### config.mk
export PLATFORM = sky130hd
export DESIGN_NAME = tbht_map
export DESIGN_NICKNAME = d
export VERILOG_FILES = /design/src/hdl/touch_button_hit_test_top_assert.svh /design/src/hdl/tbht_pkg.sv /design/src/hdl/tbht_map.sv
export SDC_FILE = /design/constraint.sdc
export NUM_CORES = 2
export LEC_CHECK = 0
export BUFFER_PORTS_ARGS = -buffer_cell sky130_fd_sc_hd__buf_2
export CAP_MARGIN = 25
export CORE_AREA = 2 2 415 314
export CTS_CLUSTER_SIZE = 10
export DETAILED_ROUTE_END_ITERATION = 8
export DIE_AREA = 0 0 417 316
export PLACE_DENSITY = 0.46
export SLEW_MARGIN = 20
export SYNTH_ARGS = -nofsm -noshare
export SYNTH_HDL_FRONTEND = slang
export SYNTH_SLANG_ARGS = --single-unit
### constraint.sdc
create_clock -name clk_i -period 8.6 [get_ports clk_i]
set_input_delay 0 -clock clk_i [delete_from_list [all_inputs] [get_ports clk_i]]
set_output_delay 0 -clock clk_i [all_outputs]
set_load 0.05 [all_outputs]
### src/hdl/touch_button_hit_test_top_assert.svh
// Assertion macros for the touch button hit test block.
// Used by touch_button_hit_test_top; relies on clk_i and rst_ni in the including module.
`ifndef TOUCH_BUTTON_HIT_TEST_TOP_ASSERT_SVH
`define TOUCH_BUTTON_HIT_TEST_TOP_ASSERT_SVH

// The consequent must hold in the same cycle as the antecedent.
`define TBHT_ASSERT_NOW(label, ante, cons, msg) \
  label: assert property (@(posedge clk_i) disable iff (!rst_ni) (ante) |-> (cons)) \
    else $error(msg);

// The consequent must hold in the cycle after the antecedent.
`define TBHT_ASSERT_NEXT(label, ante, cons, msg) \
  label: assert property (@(posedge clk_i) disable iff (!rst_ni) (ante) |=> (cons)) \
    else $error(msg);

`endif

### src/hdl/tbht_pkg.sv
// Shared types and constants for the touch button hit test block.
// No dependencies; imported by every module of the block.
package tbht_pkg;

  localparam int COORD_W = 16;
  localparam int RAW_W   = 12;
  localparam int SCALE_W = 10;
  localparam int ID_W    = 8;
  localparam int LANES   = 2;

  // Calibration arithmetic widths.
  localparam int DIFF_W  = RAW_W + 1;
  localparam int NUM_W   = 24;
  localparam int MAG_W   = NUM_W - 1;
  localparam int RECIP_W = 21;
  localparam int FRAC_W  = 32;
  localparam int PROD_W  = MAG_W + RECIP_W;
  localparam int Q_W     = 12;

  typedef logic signed [COORD_W-1:0] coord_t;
  typedef logic [RAW_W-1:0]          raw_t;
  typedef logic [SCALE_W-1:0]        scale_t;
  typedef logic [ID_W-1:0]           id_t;
  typedef logic signed [DIFF_W-1:0]  diff_t;
  typedef logic signed [NUM_W-1:0]   num_t;
  typedef logic [MAG_W-1:0]          mag_t;
  typedef logic [PROD_W-1:0]         prod_t;
  typedef logic [Q_W-1:0]            quot_t;
  typedef logic [RECIP_W-1:0]        recip_t;

  // Lane 0 is x, lane 1 is y. The x divisor is negative, so its sign is folded in.
  localparam diff_t  CAL_ZERO [LANES] = '{13'sd3800, 13'sd100};
  localparam quot_t  DIVISOR  [LANES] = '{12'd3700, 12'd3650};
  localparam recip_t RECIP    [LANES] = '{
    RECIP_W'((64'd1 << FRAC_W) / 64'd3700),
    RECIP_W'((64'd1 << FRAC_W) / 64'd3650)
  };
  localparam logic [LANES-1:0] DIV_NEG = 2'b01;

  localparam scale_t WIDTH_RESET  = 10'd240;
  localparam scale_t HEIGHT_RESET = 10'd320;

  typedef enum logic [1:0] {
    CMD_SAMPLE = 2'd0,
    CMD_ADD    = 2'd1,
    CMD_REMOVE = 2'd2,
    CMD_CLEAR  = 2'd3
  } cmd_e;

  typedef enum logic [1:0] {
    ST_OK        = 2'd0,
    ST_FULL      = 2'd1,
    ST_NOT_FOUND = 2'd2
  } status_e;

  typedef enum logic [1:0] {
    CFG_SCREEN_WIDTH  = 2'd0,
    CFG_SCREEN_HEIGHT = 2'd1
  } cfg_idx_e;

  typedef enum logic [1:0] {
    S_IDLE,
    S_MAP,
    S_SEARCH,
    S_FINISH
  } state_e;

  typedef struct packed {
    cmd_e   cmd;
    logic   touched;
    raw_t   raw_x;
    raw_t   raw_y;
    id_t    button_code;
    coord_t left_edge;
    coord_t top_edge;
    coord_t right_edge;
    coord_t bottom_edge;
  } in_item_t;

  typedef struct packed {
    id_t     pressed_id;
    logic    new_press;
    coord_t  mapped_x;
    coord_t  mapped_y;
    status_e status;
  } out_item_t;

  typedef struct packed {
    id_t    id;
    coord_t left;
    coord_t top;
    coord_t right;
    coord_t bottom;
  } entry_t;

  // Running result handed from cell to cell along the row.
  typedef struct packed {
    logic found;
    id_t  id;
  } carry_t;

  typedef struct packed {
    logic add;
    logic shift;
    logic rect_mode;
  } cell_ctrl_t;

endpackage

### src/hdl/tbht_map.sv
// Calibration pipeline: maps raw x and y readings to screen coordinates.
// Four stages per lane; division by a constant via reciprocal and one correction. Uses tbht_pkg.
module tbht_map (
  input  logic            clk_i,
  input  logic            rst_ni,
  input  logic            start_i,
  input  tbht_pkg::raw_t   raw_x_i,
  input  tbht_pkg::raw_t   raw_y_i,
  input  tbht_pkg::scale_t width_i,
  input  tbht_pkg::scale_t height_i,
  output logic            valid_o,
  output tbht_pkg::coord_t x_o,
  output tbht_pkg::coord_t y_o
);
  import tbht_pkg::*;

  raw_t   raw   [LANES];
  scale_t scale [LANES];
  diff_t  diff  [LANES];
  num_t   num_d [LANES];
  quot_t  q0    [LANES];
  mag_t   rem   [LANES];
  coord_t quo   [LANES];

  num_t   num_q  [LANES];
  mag_t   mag_q  [LANES];
  logic   neg_q  [LANES];
  prod_t  prod_q [LANES];
  mag_t   mag2_q [LANES];
  logic   neg2_q [LANES];
  coord_t res_q  [LANES];

  logic [3:0] v_q;

  always_comb begin
    raw[0]   = raw_x_i;
    raw[1]   = raw_y_i;
    scale[0] = width_i;
    scale[1] = height_i;
    for (int l = 0; l < LANES; l++) begin
      diff[l]  = $signed({1'b0, raw[l]}) - CAL_ZERO[l];
      num_d[l] = num_t'(diff[l]) * num_t'($signed({1'b0, scale[l]}));
      q0[l]    = prod_q[l][FRAC_W +: Q_W];
      rem[l]   = mag2_q[l] - mag_t'(q0[l]) * mag_t'(DIVISOR[l]);
      quo[l]   = (rem[l] >= mag_t'(DIVISOR[l])) ? coord_t'(q0[l]) + coord_t'(1)
                                                 : coord_t'(q0[l]);
    end
  end

  always_ff @(posedge clk_i) begin
    for (int l = 0; l < LANES; l++) begin
      num_q[l]  <= num_d[l];
      mag_q[l]  <= mag_t'(num_q[l][NUM_W-1] ? -num_q[l] : num_q[l]);
      neg_q[l]  <= DIV_NEG[l] ? !num_q[l][NUM_W-1] : num_q[l][NUM_W-1];
      prod_q[l] <= prod_t'(mag_q[l]) * prod_t'(RECIP[l]);
      mag2_q[l] <= mag_q[l];
      neg2_q[l] <= neg_q[l];
      res_q[l]  <= neg2_q[l] ? -quo[l] : quo[l];
    end
  end

  always_ff @(posedge clk_i or negedge rst_ni) begin
    if (!rst_ni) begin
      v_q <= '0;
    end else begin
      v_q <= {v_q[2:0], start_i};
    end
  end

  assign valid_o = v_q[3];
  assign x_o     = res_q[0];
  assign y_o     = res_q[1];

endmodule

* After elaboration in Yosys (flattened, before gate mapping) *
Memory sizes are Yosys's and may differ from the RTL's.
Cells that the tools add are included.

word-level totals
  bits in registers = 4
  RAM bits = 264
  bits of input ports = 47
  output and inout port bits = 33
  word-level logic and storage cells = 33
  memories = 7

memories
  memory           depth  width  rd ports  clocked after Yosys merged registers in  wr ports  RTL line        text
  prod_q           2      44     2         0                                        2         tbht_map.sv:28  prod_t prod_q [LANES];
  num_q            2      24     2         0                                        2         tbht_map.sv:25  num_t num_q [LANES];
  mag2_q           2      23     2         0                                        2         tbht_map.sv:29  mag_t mag2_q [LANES];
  mag_q            2      23     2         0                                        2         tbht_map.sv:26  mag_t mag_q [LANES];
  res_q            2      16     2         0                                        2         tbht_map.sv:31  coord_t res_q [LANES];
  neg2_q           2      1      2         0                                        2         tbht_map.sv:30  logic neg2_q [LANES];
  1 more memories  -      -      -         -                                        -         -

cells by class
  add/sub/neg operators = 10
  $mul = 6
  $lt $le $gt $ge = 2
  muxes and demuxes = 6
  reduce and logical (&&, ||, !) cells = 1

operators with widths
  kind                    count
  $mul 23x21->44 const B  2
  $mul 13x11->24          2
  $ge 23x12->1 const B    2
  $mux 23                 2
  $neg 23->23             2
  $sub 23x23->23          2
  $mux 16                 2
  $neg 13->16             2
  $add 12x1->13 const B   2
  $mux 13                 2
  $mul 12x11->22 const B  1
  $mul 12x10->21 const B  1
  $sub 12x12->13 const B  1
  $sub 12x7->13 const B   1
  $logic_not 1->1         1

* Depth between registers and ports, before layout *
An unclocked memory read counts as a cell.

  depth in word-level cells = 7
  mapped depth = 39

* Least setup slack after synthesis *
Ideal clock, no wire load.

  path type = register -> register
  start point = memory prod_q[0][32] in the netlist's numbering
  end point = memory res_q[0][11] in the netlist's numbering
  setup time = 0.072 ns
  arrival = 8.111 ns
  slack = 0.418 ns
  stages on the path, launching flop included = 33
  buffers on the path = 1
  period minus slack after synthesis = 8.182 ns
  cells stage by stage = dfxtp_1 > fa_1 > xor2_1 > ha_1 > fa_1 > fa_1 > inv_1 > fa_1 > inv_1 > ha_1 > a2111oi_0 > nand2_1 > a221o_1 > a21o_1 > a21o_1 > a21o_1 > a21oi_1 > xnor2_1 > ha_1 > clkbuf_1 > o21ai_0 > a21oi_1 > o31a_1 > o211ai_1 > a2111oi_2 > o311ai_1 > nor4_4 > nand2_1 > mux2i_1 > o21ai_0 > nand2_1 > o31ai_2 > xor2_1

RTL lines
  element      RTL line
  from (decl)  tbht_map.sv:28
  to (decl)    tbht_map.sv:31

==> metrics.cfg <==
[status]
outcome=completed

[worst_setup_path]
rr_endpoint=res_q[0][12]$_DFF_P_
crit_type=reg -> reg
cp_num_buf_inv=5
cp_top_family=adder cells
worst_path_most_repeated_cell=fa_1
rr_worst_depth=35
worst_setup_path_end_kind=flip-flop
slowest_stage=fa_1
slowest_delay_ns=0.57
crit_start=prod_q[0][34]$_DFF_P_
worst_setup_path_start_kind=flip-flop
rrSetupSlack_ns=0.47
r2r-start=prod_q[0][34]$_DFF_P_
arrival_ns=8.63
critPathRequiredTime_ns=9.10
path_max_fanout=5

[drt]
drc_errors=0
num_vias=25700
final_antenna_net_count=0
drt_iter0_markers=1067
avgRoutedWirePerCell_um=15.8
routed_wirelength_um=91200
first_pass_iters=5
vias_per_cell=4.45

[floorplanning]
start_util=0.298
die_area_um2=132000
coreArea_um2=128000
die_y_um=316
top_level_ports=80
fp-row-count=114
die_w_um=417

[yosys]
yosys_warnings=0
avgSynthCellArea_um2=9.71
synth_top_family_by_area=adder cells
synthFlopType=dfxtp_1
synth_compound_area_frac=0.0758
synthSimpleGateAreaFrac=0.0901
synthMuxAreaShare=0.00292
ys_seq_area_frac=0.106
syn_area_um2=38200
synthAdderAreaFrac=0.572
yosys-top-cells-area=fa_1 (34%), ha_1 (23%), dfxtp_1 (10%)
ys_ff_latch=201
synthDistinctLibCells=80
synth_xor_area_frac=0.0506
synthCells=3930
netlist.top_cell.by_area=fa_1
yosys.area.top_type_share=0.344
async_flop_share=0.0199
synth.net_count=5329
synth_edf_count=0

[clock_network]
cts-root-buf=clkbuf_16
insertion_delay_ns=0.61
cts_buffers=29
cts_sinks=201
clk_pin_slew_worst_paths_ns=0.07
cts_tree=done
cts.path.max_buffers=3
cts_max_level=1

[global_routing]
grt_pass1_vias=26900
grt_start_max_net_pins=25
antenna_found_initial=6
overflow=0
grt_pass1_wl_um=151000
grt_usage=0.144

[timing]
hold_violations=0
whs_ns=0.109
finalSetupViolCount=0
fin_skew_ns=0.0365
rsz0062_at_grt=true
fmax_ghz=0.123
worst_pin_slew_ns=1.05
fin_crit_sh=0.946
period_minus_slack_ns=8.13
relSlewSlack=0.298
drv_slew=0

[placement]
port_buffers=79
place.detailed.hpwl_um=80900
dp_cells=5705
gp_congestion=0.814

[hold_path]
hold_path_depth=4
hold_end=num_q[0][2]$_DFF_P_
hold_class=in -> reg
min_from=width_i[1]

[final_layout]
fin_nets=5476
area_growth_pct=10.8
final_cells=5781
drive_gt1_frac=0.0615
final_common_cell=inv_1
layout_common_cells=inv_1 (997), ha_1 (691), fa_1 (655), nand2_1 (214), dfxtp_1 (191)

[flow_run]
cap_viol_max_count=0

## cell type report
type | count | area (um2)
Antenna cell | 3 | 7.51
Clock inverter | 12 | 138
Tap cell | 1682 | 2100
Sequential cell | 201 | 4060
Fill cell | 13300 | 85600
Clock buffer | 38 | 800
Inverter | 999 | 3750
Multi-Input combinational cell | 2689 | 30400
Timing Repair Buffer | 157 | 1030
## synth_stat cells, types with 40 or more instances
library cell and count:
xor2_1 47, o21ai_0 89, and2_1 132, a21o_1 44, inv_1 999, a21oi_1 110
nand2_1 216, fa_1 655, dfxtp_1 197, nor3_1 41, xnor2_1 171, ha_1 697
nor2_1 87, clkbuf_1 40
## registers in the layout (all words and copies together), names as in the netlist
register,cells
neg_q,2
num_q,48
prod_q,24
neg2_q,2
res_q,32
v_q,4
mag_q,46
mag2_q,43
## through the flow
stage | cell area (um2) | setup TNS (ns) | setup slack, ns | utilization
after floorplan | 38200 | 0 | 0.418 | -
after global placement | 40900 | -0.00677 | -0.00677 | 0.320
after detailed placement | 40900 | -0.108 | -0.108 | 0.320
after CTS | 42000 | 0 | 0.131 | 0.328
after global routing | 42300 | -0.0441 | -0.0441 | 0.331
final | 42300 | 0 | 0.467 | 0.331
## tightest hold or removal path, delay by kind of cell
family / cells / cell delay (ns)
simple gates: 1 / 0.17
fa+ha+maj: 2 / 0.24
buf+inv: 1 / 0.26
## logic make-up (layout without fill, tap and decap cells)
family          count (synthesis)  in the layout
other cells                     0              3
simple gates                  674            674
xor+xnor                      219            219
fa+ha+maj                    1352           1352
flops                         201            201
mux                            11             11
compound gates                433            433
buf+inv                      1040           1206
## per-layer routing
metal,share of wire,track usage,up-vias,wire length [um]
li1,-,-,12700,-
met1,0.56,0.234,12600,50800
met2,0.40,0.206,318,36100
met3,0.036,0.0178,56,3290
met4,0.011,0.0170,6,998
met5,0.00045,0,-,41
## how the worst max path moves through the flow
stage / end / slack (ns) / cells past startpoint
2_1_floorplan: res_q[0][11]$_DFF_P_ / 0.42 / 32
3_3_place_gp: res_q[0][12]$_DFF_P_ / -0.007 / 36
3_5_place_dp: res_q[0][12]$_DFF_P_ / -0.11 / 36
4_1_cts: res_q[0][12]$_DFF_P_ / 0.13 / 32
5_1_grt: res_q[0][12]$_DFF_P_ / -0.04 / 34
6_report: res_q[0][12]$_DFF_P_ / 0.47 / 35
## timing repair
action	4_1_cts	5_1_grt
hold buffers	14	0
setup endpoints to repair	5	27
buffers inserted	3	5
pin swaps	1	21
endpoints found under the hold margin	9	0
resized for setup	0	49
gates cloned	0	0
Power is left out: the tool's default activity adds up to more than one toggle a clock period on the data nets, which glitch-free logic cannot reach.
