--- src/hdl/touch_button_hit_test_top_assert.svh ---
// Assertion macros for the touch button hit test block.
// Used by touch_button_hit_test_top; relies on clk_i and rst_ni in the including module.
`ifndef TOUCH_BUTTON_HIT_TEST_TOP_ASSERT_SVH
`define TOUCH_BUTTON_HIT_TEST_TOP_ASSERT_SVH

// The consequent must hold in the same cycle as the antecedent.
`define TBHT_ASSERT_NOW(label, ante, cons, msg) \
  label: assert property (@(posedge clk_i) disable iff (!rst_ni) (ante) |-> (cons)) \
    else $error(msg);

// The consequent must hold in the cycle after the antecedent.
`define TBHT_ASSERT_NEXT(label, ante, cons, msg) \
  label: assert property (@(posedge clk_i) disable iff (!rst_ni) (ante) |=> (cons)) \
    else $error(msg);

`endif

--- src/hdl/tbht_pkg.sv ---
// Shared types and constants for the touch button hit test block.
// No dependencies; imported by every module of the block.
package tbht_pkg;

  localparam int COORD_W = 16;
  localparam int RAW_W   = 12;
  localparam int SCALE_W = 10;
  localparam int ID_W    = 8;
  localparam int LANES   = 2;

  // Calibration arithmetic widths.
  localparam int DIFF_W  = RAW_W + 1;
  localparam int NUM_W   = 24;
  localparam int MAG_W   = NUM_W - 1;
  localparam int RECIP_W = 21;
  localparam int FRAC_W  = 32;
  localparam int PROD_W  = MAG_W + RECIP_W;
  localparam int Q_W     = 12;

  typedef logic signed [COORD_W-1:0] coord_t;
  typedef logic [RAW_W-1:0]          raw_t;
  typedef logic [SCALE_W-1:0]        scale_t;
  typedef logic [ID_W-1:0]           id_t;
  typedef logic signed [DIFF_W-1:0]  diff_t;
  typedef logic signed [NUM_W-1:0]   num_t;
  typedef logic [MAG_W-1:0]          mag_t;
  typedef logic [PROD_W-1:0]         prod_t;
  typedef logic [Q_W-1:0]            quot_t;
  typedef logic [RECIP_W-1:0]        recip_t;

  // Lane 0 is x, lane 1 is y. The x divisor is negative, so its sign is folded in.
  localparam diff_t  CAL_ZERO [LANES] = '{13'sd3800, 13'sd100};
  localparam quot_t  DIVISOR  [LANES] = '{12'd3700, 12'd3650};
  localparam recip_t RECIP    [LANES] = '{
    RECIP_W'((64'd1 << FRAC_W) / 64'd3700),
    RECIP_W'((64'd1 << FRAC_W) / 64'd3650)
  };
  localparam logic [LANES-1:0] DIV_NEG = 2'b01;

  localparam scale_t WIDTH_RESET  = 10'd240;
  localparam scale_t HEIGHT_RESET = 10'd320;

  typedef enum logic [1:0] {
    CMD_SAMPLE = 2'd0,
    CMD_ADD    = 2'd1,
    CMD_REMOVE = 2'd2,
    CMD_CLEAR  = 2'd3
  } cmd_e;

  typedef enum logic [1:0] {
    ST_OK        = 2'd0,
    ST_FULL      = 2'd1,
    ST_NOT_FOUND = 2'd2
  } status_e;

  typedef enum logic [1:0] {
    CFG_SCREEN_WIDTH  = 2'd0,
    CFG_SCREEN_HEIGHT = 2'd1
  } cfg_idx_e;

  typedef enum logic [1:0] {
    S_IDLE,
    S_MAP,
    S_SEARCH,
    S_FINISH
  } state_e;

  typedef struct packed {
    cmd_e   cmd;
    logic   touched;
    raw_t   raw_x;
    raw_t   raw_y;
    id_t    button_code;
    coord_t left_edge;
    coord_t top_edge;
    coord_t right_edge;
    coord_t bottom_edge;
  } in_item_t;

  typedef struct packed {
    id_t     pressed_id;
    logic    new_press;
    coord_t  mapped_x;
    coord_t  mapped_y;
    status_e status;
  } out_item_t;

  typedef struct packed {
    id_t    id;
    coord_t left;
    coord_t top;
    coord_t right;
    coord_t bottom;
  } entry_t;

  // Running result handed from cell to cell along the row.
  typedef struct packed {
    logic found;
    id_t  id;
  } carry_t;

  typedef struct packed {
    logic add;
    logic shift;
    logic rect_mode;
  } cell_ctrl_t;

endpackage

--- src/hdl/tbht_cell.sv ---
// One table slot: holds a button entry and passes a running search result to its neighbour.
// Uses tbht_pkg.
module tbht_cell #(
  parameter int Idx  = 0,
  parameter int CntW = 5
) (
  input  logic                 clk_i,
  input  logic                 rst_ni,
  input  tbht_pkg::cell_ctrl_t ctrl_i,
  input  logic [CntW-1:0]      count_i,
  input  tbht_pkg::id_t        code_i,
  input  tbht_pkg::coord_t     px_i,
  input  tbht_pkg::coord_t     py_i,
  input  tbht_pkg::entry_t     add_entry_i,
  input  tbht_pkg::entry_t     next_entry_i,
  input  tbht_pkg::carry_t     carry_i,
  output tbht_pkg::entry_t     entry_o,
  output tbht_pkg::carry_t     carry_o
);
  import tbht_pkg::*;

  entry_t entry_q;
  carry_t carry_q;
  carry_t carry_d;
  logic   active;
  logic   hit;
  logic   match;

  always_comb begin
    active = count_i > CntW'(Idx);
    hit    = (entry_q.left <= px_i) && (entry_q.top <= py_i) &&
             (entry_q.right >= px_i) && (entry_q.bottom >= py_i);
    match  = active && (ctrl_i.rect_mode ? hit : (entry_q.id == code_i));
    carry_d.found = carry_i.found | match;
    carry_d.id    = match ? entry_q.id : carry_i.id;
  end

  always_ff @(posedge clk_i or negedge rst_ni) begin
    if (!rst_ni) begin
      carry_q <= '0;
    end else begin
      carry_q <= carry_d;
    end
  end

  // A removal closes up the gap: every slot at or after the match takes its neighbour.
  always_ff @(posedge clk_i) begin
    if (ctrl_i.add && (count_i == CntW'(Idx))) begin
      entry_q <= add_entry_i;
    end else if (ctrl_i.shift && carry_q.found) begin
      entry_q <= next_entry_i;
    end
  end

  assign entry_o = entry_q;
  assign carry_o = carry_q;

endmodule

--- config.mk ---
export PLATFORM = sky130hd
export DESIGN_NAME = tbht_cell
export DESIGN_NICKNAME = d
export VERILOG_FILES = /design/src/hdl/touch_button_hit_test_top_assert.svh /design/src/hdl/tbht_pkg.sv /design/src/hdl/tbht_cell.sv
export SDC_FILE = /design/constraint.sdc
export NUM_CORES = 1
export LEC_CHECK = 0
export ABC_AREA = 1
export BUFFER_PORTS_ARGS = -buffer_cell sky130_fd_sc_hd__buf_2
export CAP_MARGIN = 10
export CORE_AREA = 2 2 110 112
export DETAILED_ROUTE_END_ITERATION = 10
export DIE_AREA = 0 0 112 114
export PLACE_DENSITY = 0.81
export SYNTH_ARGS = -nofsm -noshare
export SYNTH_HDL_FRONTEND = slang
export SYNTH_SLANG_ARGS = --single-unit
--- constraint.sdc ---
create_clock -name clk_i -period 7.3 [get_ports clk_i]
set_input_delay 0.365 -clock clk_i [delete_from_list [all_inputs] [get_ports clk_i]]
set_output_delay 0.365 -clock clk_i [all_outputs]
set_load 0.01 [all_outputs]
## Word level (Yosys, flattened, before mapping)

Index checks and enable logic that the tools add are counted.

- $lt $le $gt $ge: 5
- Equal/unequal tests: 1
- Mux-type cells: 4
- Bitwise operators: 1
- Reductions and logical operators: 8

Operator list:

| kind | number |
|---|---|
| 72-bit two-way mux | 2 |
| 16-bit >= comparator | 2 |
| 16-bit <= comparator | 2 |
| 8-bit == test | 1 |
| 8-bit two-way mux | 1 |
| 1-bit logical AND | 6 |
| 5-bit by 1-bit > comparator with 1-bit output (second input constant) | 1 |
| 5-bit logical NOT | 1 |
| 2-bit nonzero test | 1 |
| 1-bit two-way mux | 1 |
| 1-bit bitwise OR | 1 |

- Register bits after elaboration: 81
- Input port bits: 203
- Output and inout port bits: 81

## Logic depth before layout (Yosys ltp)

Gate-level depths: netlist of the first run.

- Word-level depth: 7
- Depth in mapped cells: 18
- Gate-level depth less buffers: 18

## Worst setup path after synthesis of the first run

OpenSTA, ideal clock, no wires.

- Path kind: input-to-reg
- Start point: input port count_i[4]
- End point: register entry_q (netlist bit entry_o[0]) (enable)
- Library setup time: 0.432 ns
- Arrival: 2.687 ns
- Required time: 6.868 ns
- Slack: 4.181 ns
- Cell stages on the path: 5
- Path buffers: 1
- Cells stage by stage: nor3_1 nor3b_2 nand2_1 buf_2 nand2_1

- Longest elaborated chain between the ends: 3

Ends and longest elaborated chain:

| element | RTL line | text |
|---|---|---|
| from (decl) | tbht_cell.sv:10 | `input logic [CntW-1:0] count_i,` |
| 5-bit logical NOT | tbht_cell.sv:48 | `if (ctrl_i.add && (count_i == CntW'(Idx))) begin` |
| 1-bit logical AND | tbht_cell.sv:48 |  |
| 2-bit nonzero test (no line) | -- |  |
| to (signal assigned) | tbht_cell.sv:49 | `entry_q <= add_entry_i;` |
| to (signal assigned) | tbht_cell.sv:51 | `entry_q <= next_entry_i;` |
| to (decl) | tbht_cell.sv:22 | `entry_t entry_q;` |

No other way between the ends.
A chain may end at the register's enable or synchronous reset.

## Worst setup path in the final report of the first run

- Start point: input port count_i[4]
- End point: register entry_q (netlist bit entry_o[65]) (enable)

The elaborated chain is that of the path after synthesis.

==> results of run 1 <==
[cells in the final DEF (no fill, tap or decap), types with 2 or more instances in the layout]
cell         n
a21o_1       2
a21oi_1     23
buf_2      283
clkbuf_16   10
dfrtp_1      9
edfxtp_1    72
ha_1        64
inv_1       67
inv_4        2
mux2_2      72
nand2_1    102
nand2_2      5
nand2_4      3
nand3_1     21
nand3_2      4
nand4_1      7
nor2_1      11
nor2_2       2
nor2_4       2
nor3_1       4
o21ai_0      2
or2_2        2
xnor2_1      3
xor2_1       3
[cells by family (layout without fill, tap and decap cells)]
family | count (synthesis) | after routing
flops | 81 | 81
mux | 72 | 72
buf+inv | 74 | 367
fa+ha+maj | 64 | 64
xor+xnor | 6 | 6
compound gates | 30 | 30
simple gates | 164 | 164
[stage by stage]
stage          instance area (µm²)  setup slack, ps   util  hold WS (ps)
2_1_floorplan                 5260             4180      -          69.4
3_3_place_gp                  6840             4480  0.584           220
3_5_place_dp                  6840             4380  0.584           226
4_1_cts                       7140             4740  0.609           193
5_1_grt                       7140             4520  0.609           193
6_report                      7140             4750  0.609           205
[report_power, final]
group	internal, mW	switching, mW
clock	0.253	0.183
combinational	0.119	0.127
sequential	0.542	0.0166
total	0.913	0.327
[per-layer routing]
| metal | vias up | routed length, µm | share of wire |
|---|---|---|---|
| li1 | 2271 | - | - |
| met1 | 2008 | 4870 | 0.37 |
| met2 | 205 | 7080 | 0.53 |
| met3 | 27 | 952 | 0.072 |
| met4 | 0 | 364 | 0.027 |
| met5 | - | 0 | 0 |
[sequential cells by signal, summed over array words and instances, names as in the netlist]
signal and count:
carry_o 9, entry_o 72
[layout make-up]
type	count	area (µm²)
timing repair buffer	284	1430
multi-input combinational	336	2600
tap	147	184
clock buffer	11	254
sequential	81	2390
clock inverter	5	35.0
fill	1018	4580
inverter	67	251
[how the worst min path moves through the flow]
stage | from | endpoint | slack (ps)
6_report | carry_i[8] | carry_o[8] | 200
5_1_grt | carry_i[8] | carry_o[8] | 190
4_1_cts | carry_i[8] | carry_o[8] | 190
3_5_place_dp | rst_ni | carry_o[2] | 230
3_3_place_gp | rst_ni | carry_o[8] | 220
2_1_floorplan | rst_ni | carry_o[0] | 70
[worst reg2reg max path, delay by kind of cell (launching register included)]
| family | cells | cell delay, ps |
|---|---|---|
| compound gates | 1 | 240 |
| flops | 1 | 410 |
| fa+ha+maj | 1 | 360 |
| simple gates | 8 | 1380 |
[repair_timing]
item,CTS,global route
hold buffers,1,0
setup endpoints to repair,0,0
buffers inserted,0,0
endpoints found under the hold margin,9,0
==> metrics, run 1 <==
WP data arrival=2520 ps; EDFF count, synth=72; first-iteration detailed-routing DRC count=102; Die Area=12800 µm²; Req. time, crit path=7260 ps; sequential area share after synthesis=0.454; min Tclk post-route=2550 ps; Die X=112 µm; Final Setup Violations=0; H-tree depth=3; Mapped Nets=758; skew final=roughly 7.1 ps; Area Growth Syn to Fin=35.8%; most frequent cell after synthesis=nand2_1; final WL=13300 µm; setup TNS=0 ps; slew margin rel.=0.356; drt pass-1 iters=4; core box area=11700 µm²; Synth Area per Inst=10.7 µm²; placed insts=914; worst setup path startpoint=count_i[4]; fin. max-slew vios=0; MaxCap Viol Count=0; fin crit share=0.349; worst-path fanout max=between 70 and 80; reg-to-reg startpoint=entry_o[47]; cell taking the most area after synthesis=edfxtp_1; total track usage=0.209; IO Pins=284; commonest cells in the netlist=104 x nand2_1, 72 x edfxtp_1, 72 x mux2_2, 67 x inv_1, 64 x ha_1; Critical Path Stages=5; ant diodes=0; status=finished, final reports clean; Synth top area share=0.411; portion of netlist area occupied by mux cells=0.154; CTS tree=built; GRT met2 Usage=0.406; drc violations=0; RR Endpoint=carry_o[6]; RD Place Congestion=a little under 0.9; Worst-Skew Late Latency=340 ps; final hold viol count=0; highest cell delay on the worst timing path=930 ps; DP Wirelength=10900 µm; vias per cell=4.85; # clock sinks=81; R2R Setup Slk=4790 ps; XOR/XNOR Fraction of Synth Area=0.0100; die height=114 µm; DR vias=4511; port bufs=283; Buffers & Inverters on Critical Path=1; Worst VDD drop=0.000198 V; met3 usage=0.0569; CP cell instances=buf_2 > nor3_1 > nor3b_2 > nand2_4 > nand2_4; hold depth=3; crit-path leading delay family=simple AND/OR/NAND/NOR gates; crit start category=input pin; predominant post-synthesis flop cell=edfxtp_1; worst slew pin tran=approximately 970 ps; overall power=1.24 mW; initial antenna violation count=0; grt ovf=0; count of state elements after synthesis=81; critical path type=input pin to register; routed wire length per instance=~14 µm; largest family of logic cells by synthesized area=multiplexers; most frequent CP cell=nand2_4; Num CTS Buffers=9; Hold Crit Class=input pin to register; Layout Cells excl Fill=931; Fmax=0.392 GHz; cell at the root of the clock tree=clkbuf_16; grt peak-use layer=met2; RSZ-0062 raised after global routing=no; Synth async-reset ratio=0.111; Power Density=174 nW/µm²; first-pass GRT wire length=20700 µm; yosys synthesis warning count=0; vias in the first global route=approximately 4600; unique cell type count in the Yosys netlist=26; Synth Area in Compound Gates=0.0333; R2R cell count=10; site row count=40; Crit. End Element=register; Leak=3.70 nW; Worst path slowest cell=nand2_4; Post-Synth Simple-Gate Area=0.141; Adder-Cell Fraction of Synth Area=0.152; CTS-repair resized insts=0; Starting Density=0.449; dominant cells by area after synthesis=edfxtp_1 41%, mux2_2 15%, ha_1 15%, nand2_1 7.4%, inv_1 4.8%; largest net degree at the start of global routing=74; CP endpoint=entry_o[65]; mapped cell area=about 5300 µm²; Total Nets Final=1046; synthesized instance count=491; Clock transition at path regs=around 60 ps; CTS Buffer Depth=2; met1 usage=0.212; fraction of final layout cells sized beyond drive strength 1=0.499; Post-DRT Antenna Nets=0
Power figures use the tool's default switching activity.
==> run 2, diff against run 1 <==
- clock period: 7.3 -> 2.65 ns (I/O delays scaled with it)
==> run 2 against run 1 <==
Total power rose to 2.8 times the previous value; combinational power rose to 2.9 times the previous value; via count up 1.2%; utilization up 1.3 points; global-route usage up 0.22 points; first-iteration DRC count up 71%; cell count up 1.4%; setup slack worse by 4500 ps; critical path type is now register to register; largest cell class unchanged.
==> metrics, run 2 (synthesis results as in run 1) <==
status=finished, final reports clean; fin crit share=0.895; drc violations=0 (unchanged); initial antenna violation count=0 (unchanged); Critical Path Stages=12 (+7); ant diodes=0 (unchanged); MaxCap Viol Count=0 (unchanged); Req. time, crit path=2870 ps (-4390 ps); Power Density=472 nW/µm² (+170%); WP data arrival=2590 ps (+70 ps); port bufs=283 (unchanged); skew final=5.00 ps (-2.09 ps); CTS Hold Bufs=10 (+9); total track usage=0.211 (+0.00224); fraction of final layout cells sized beyond drive strength 1=0.496 (-0.00312); max reg flops=72 (unchanged); final setup margin=278 ps (-4470 ps); Buffers & Inverters on Critical Path=0 (-1); clock power share=0.349 (-0.003); H-tree depth=3 (unchanged); Place WS=304 ps (-4070 ps); vias per cell=4.83 (-0.22%); Worst path slowest cell=edfxtp_1; CTS-repair resized insts=0 (unchanged); most frequent CP cell=nand2_1; drt pass-1 iters=4 (unchanged); Die X=112 µm (unchanged); final hold viol count=0 (unchanged); setup TNS=0 ps (unchanged); IO Pins=284 (unchanged); CP endpoint=carry_o[0]; placed insts=918 (+0.44%); Total Nets Final=1059 (+1.2%); slew margin rel.=0.642 (+0.286); first-pass GRT wire length=21100 µm (+2.1%); reg-to-reg startpoint=entry_o[47]; # clock sinks=81 (unchanged); worst slew pin tran=537 ps (-429 ps); DP Wirelength=11500 µm (+4.9%); Layout Cells excl Fill=944 (+1.4%); Fmax=between 0.4 and 0.5 GHz; core box area=11700 µm² (unchanged); crit start category=register; vias in the first global route=4656 (+1.4%); Final Setup Violations=0 (unchanged); largest net degree at the start of global routing=43 (-42%); RR Endpoint=carry_o[0]; Flop pwr share=0.446 (-0.004); fin. max-slew vios=0 (unchanged); Net Sw Frac=0.259 (-0.00494); Leak=3.76 nW (+1.6%); most frequent cells in the layout=283 x buf_2, 102 x nand2_1, 72 x mux2_2, 72 x edfxtp_1, 67 x inv_1; die height=114 µm (unchanged); crit-path leading delay family=simple AND/OR/NAND/NOR gates; site row count=40 (unchanged); Starting Density=0.449 (unchanged); critical path type=register to register; final WL=13700 µm (+2.9%); Hold Crit Class=input pin to register; Num CTS Buffers=9 (unchanged); dpl cell area=6890 µm² (+0.81%); leading cell type in the layout, fill and taps excluded=buf_2; Clock transition at path regs=60 ps (about the same); first-iteration detailed-routing DRC count=174 (+71%); P_int=2.55 mW (+180%); RD Place Congestion=0.862 (-1.3%); Net Switching=0.891 mW (+170%); combinational power share=0.205 (+0.007); CTS tree=built; worst-path fanout max=9 (-88%); Die Area=12800 µm² (unchanged); Non-Filler Cell Area, Final=7280 µm² (+2.1%); grt ovf=0 (unchanged); CTS Buffer Depth=2 (unchanged); Crit. End Element=register; worst hold slack=95.8 ps (-109 ps); CP cell instances=ha_1 > nand2_1 > nor3_1 > nand2_1 > nand2_1 > nand2_1 > nand3_1 > nand2_1 > o21bai_4 > nand2_4 > nand2_1 > nand2_1; Area Growth Syn to Fin=38.6%; R2R cell count=12 (+2); Post-DRT Antenna Nets=0 (unchanged); DR vias=4564 (+1.2%); R2R Setup Slk=280 ps (-4510 ps); routed wire length per instance=14.5 µm (+1.5%); postcts setup bufs=0 (unchanged); min Tclk post-route=2370 ps; cell at the root of the clock tree=clkbuf_16; worst setup path startpoint=entry_o[47]; RSZ-0062 raised after global routing=no; Worst VDD drop=0.000286 V (+44%); highest cell delay on the worst timing path=410 ps (-520 ps); Worst-Skew Late Latency=330 ps (about the same)
-- run 2: cell count changes in the layout (fill, tap and decap cells not counted) --
cell           before  now
dlygate4sd3_1       1   10
clkinv_2            1    2
clkinv_4            1    0
buf_4               0    2
buf_12              0    2
inv_6               1    0
clkinvlp_4          0    2
inv_4               2    0
clkbuf_8            0    1
-- run 2: worst register-to-register path: cells and delay by family (launching register included) --
family	cells	cell delay, ps
AOI/OAI and AO/OA	1	260
adders and majority gates	1	380
DFF	1	410
and+or+nand+nor	10	1210
-- run 2: routing by layer --
metal / vias to the layer above / part of all wire / track usage
met1: 2034 / 0.36 / 0.219
met5: - / 0 / 0
li1: 2293 / - / -
met4: 0 / 0.030 / 0.0911
met2: 206 / 0.53 / 0.406
met3: 31 / 0.076 / 0.0505
-- run 2: final cells by class --
| cell class | count | area, µm² |
|---|---|---|
| fill | 993 | 4430 |
| multi-input combinational | 336 | 2600 |
| sequential | 81 | 2390 |
| timing repair buffer | 297 | 1570 |
| clock buffer | 12 | 268 |
| inverter | 67 | 251 |
| tap | 147 | 184 |
| clock inverter | 4 | 25.0 |
-- run 2: per-stage QoR --
step / total power, mW / utilization
final: 3.44 / 0.622
after global routing: 3.62 / 0.622
after CTS: 3.48 / 0.622
after detailed placement: 2.26 / 0.588
after global placement: 2.24 / 0.588
after floorplan: 1.93 / -
-- run 2: how the worst min path moves through the flow --
stage,startpoint,endpoint,cells after the start
2_1_floorplan,rst_ni,carry_o[0],0
3_3_place_gp,rst_ni,carry_o[7],1
3_5_place_dp,rst_ni,carry_o[7],1
4_1_cts,next_entry_i[62],entry_o[62],2
5_1_grt,add_entry_i[62],entry_o[62],2
6_report,next_entry_i[21],entry_o[21],2
-- run 2: power by group through the flow --
| stage | registers [mW] | clock network [mW] | logic (mW) |
|---|---|---|---|
| 2_1_floorplan | 1.60 | 0 | 0.332 |
| 3_5_place_dp | 1.56 | 0 | 0.701 |
| 6_report | 1.53 | 1.20 | 0.706 |
| 3_3_place_gp | 1.56 | 0 | 0.679 |
| 5_1_grt | 1.54 | 1.28 | 0.797 |
| 4_1_cts | 1.54 | 1.22 | 0.716 |
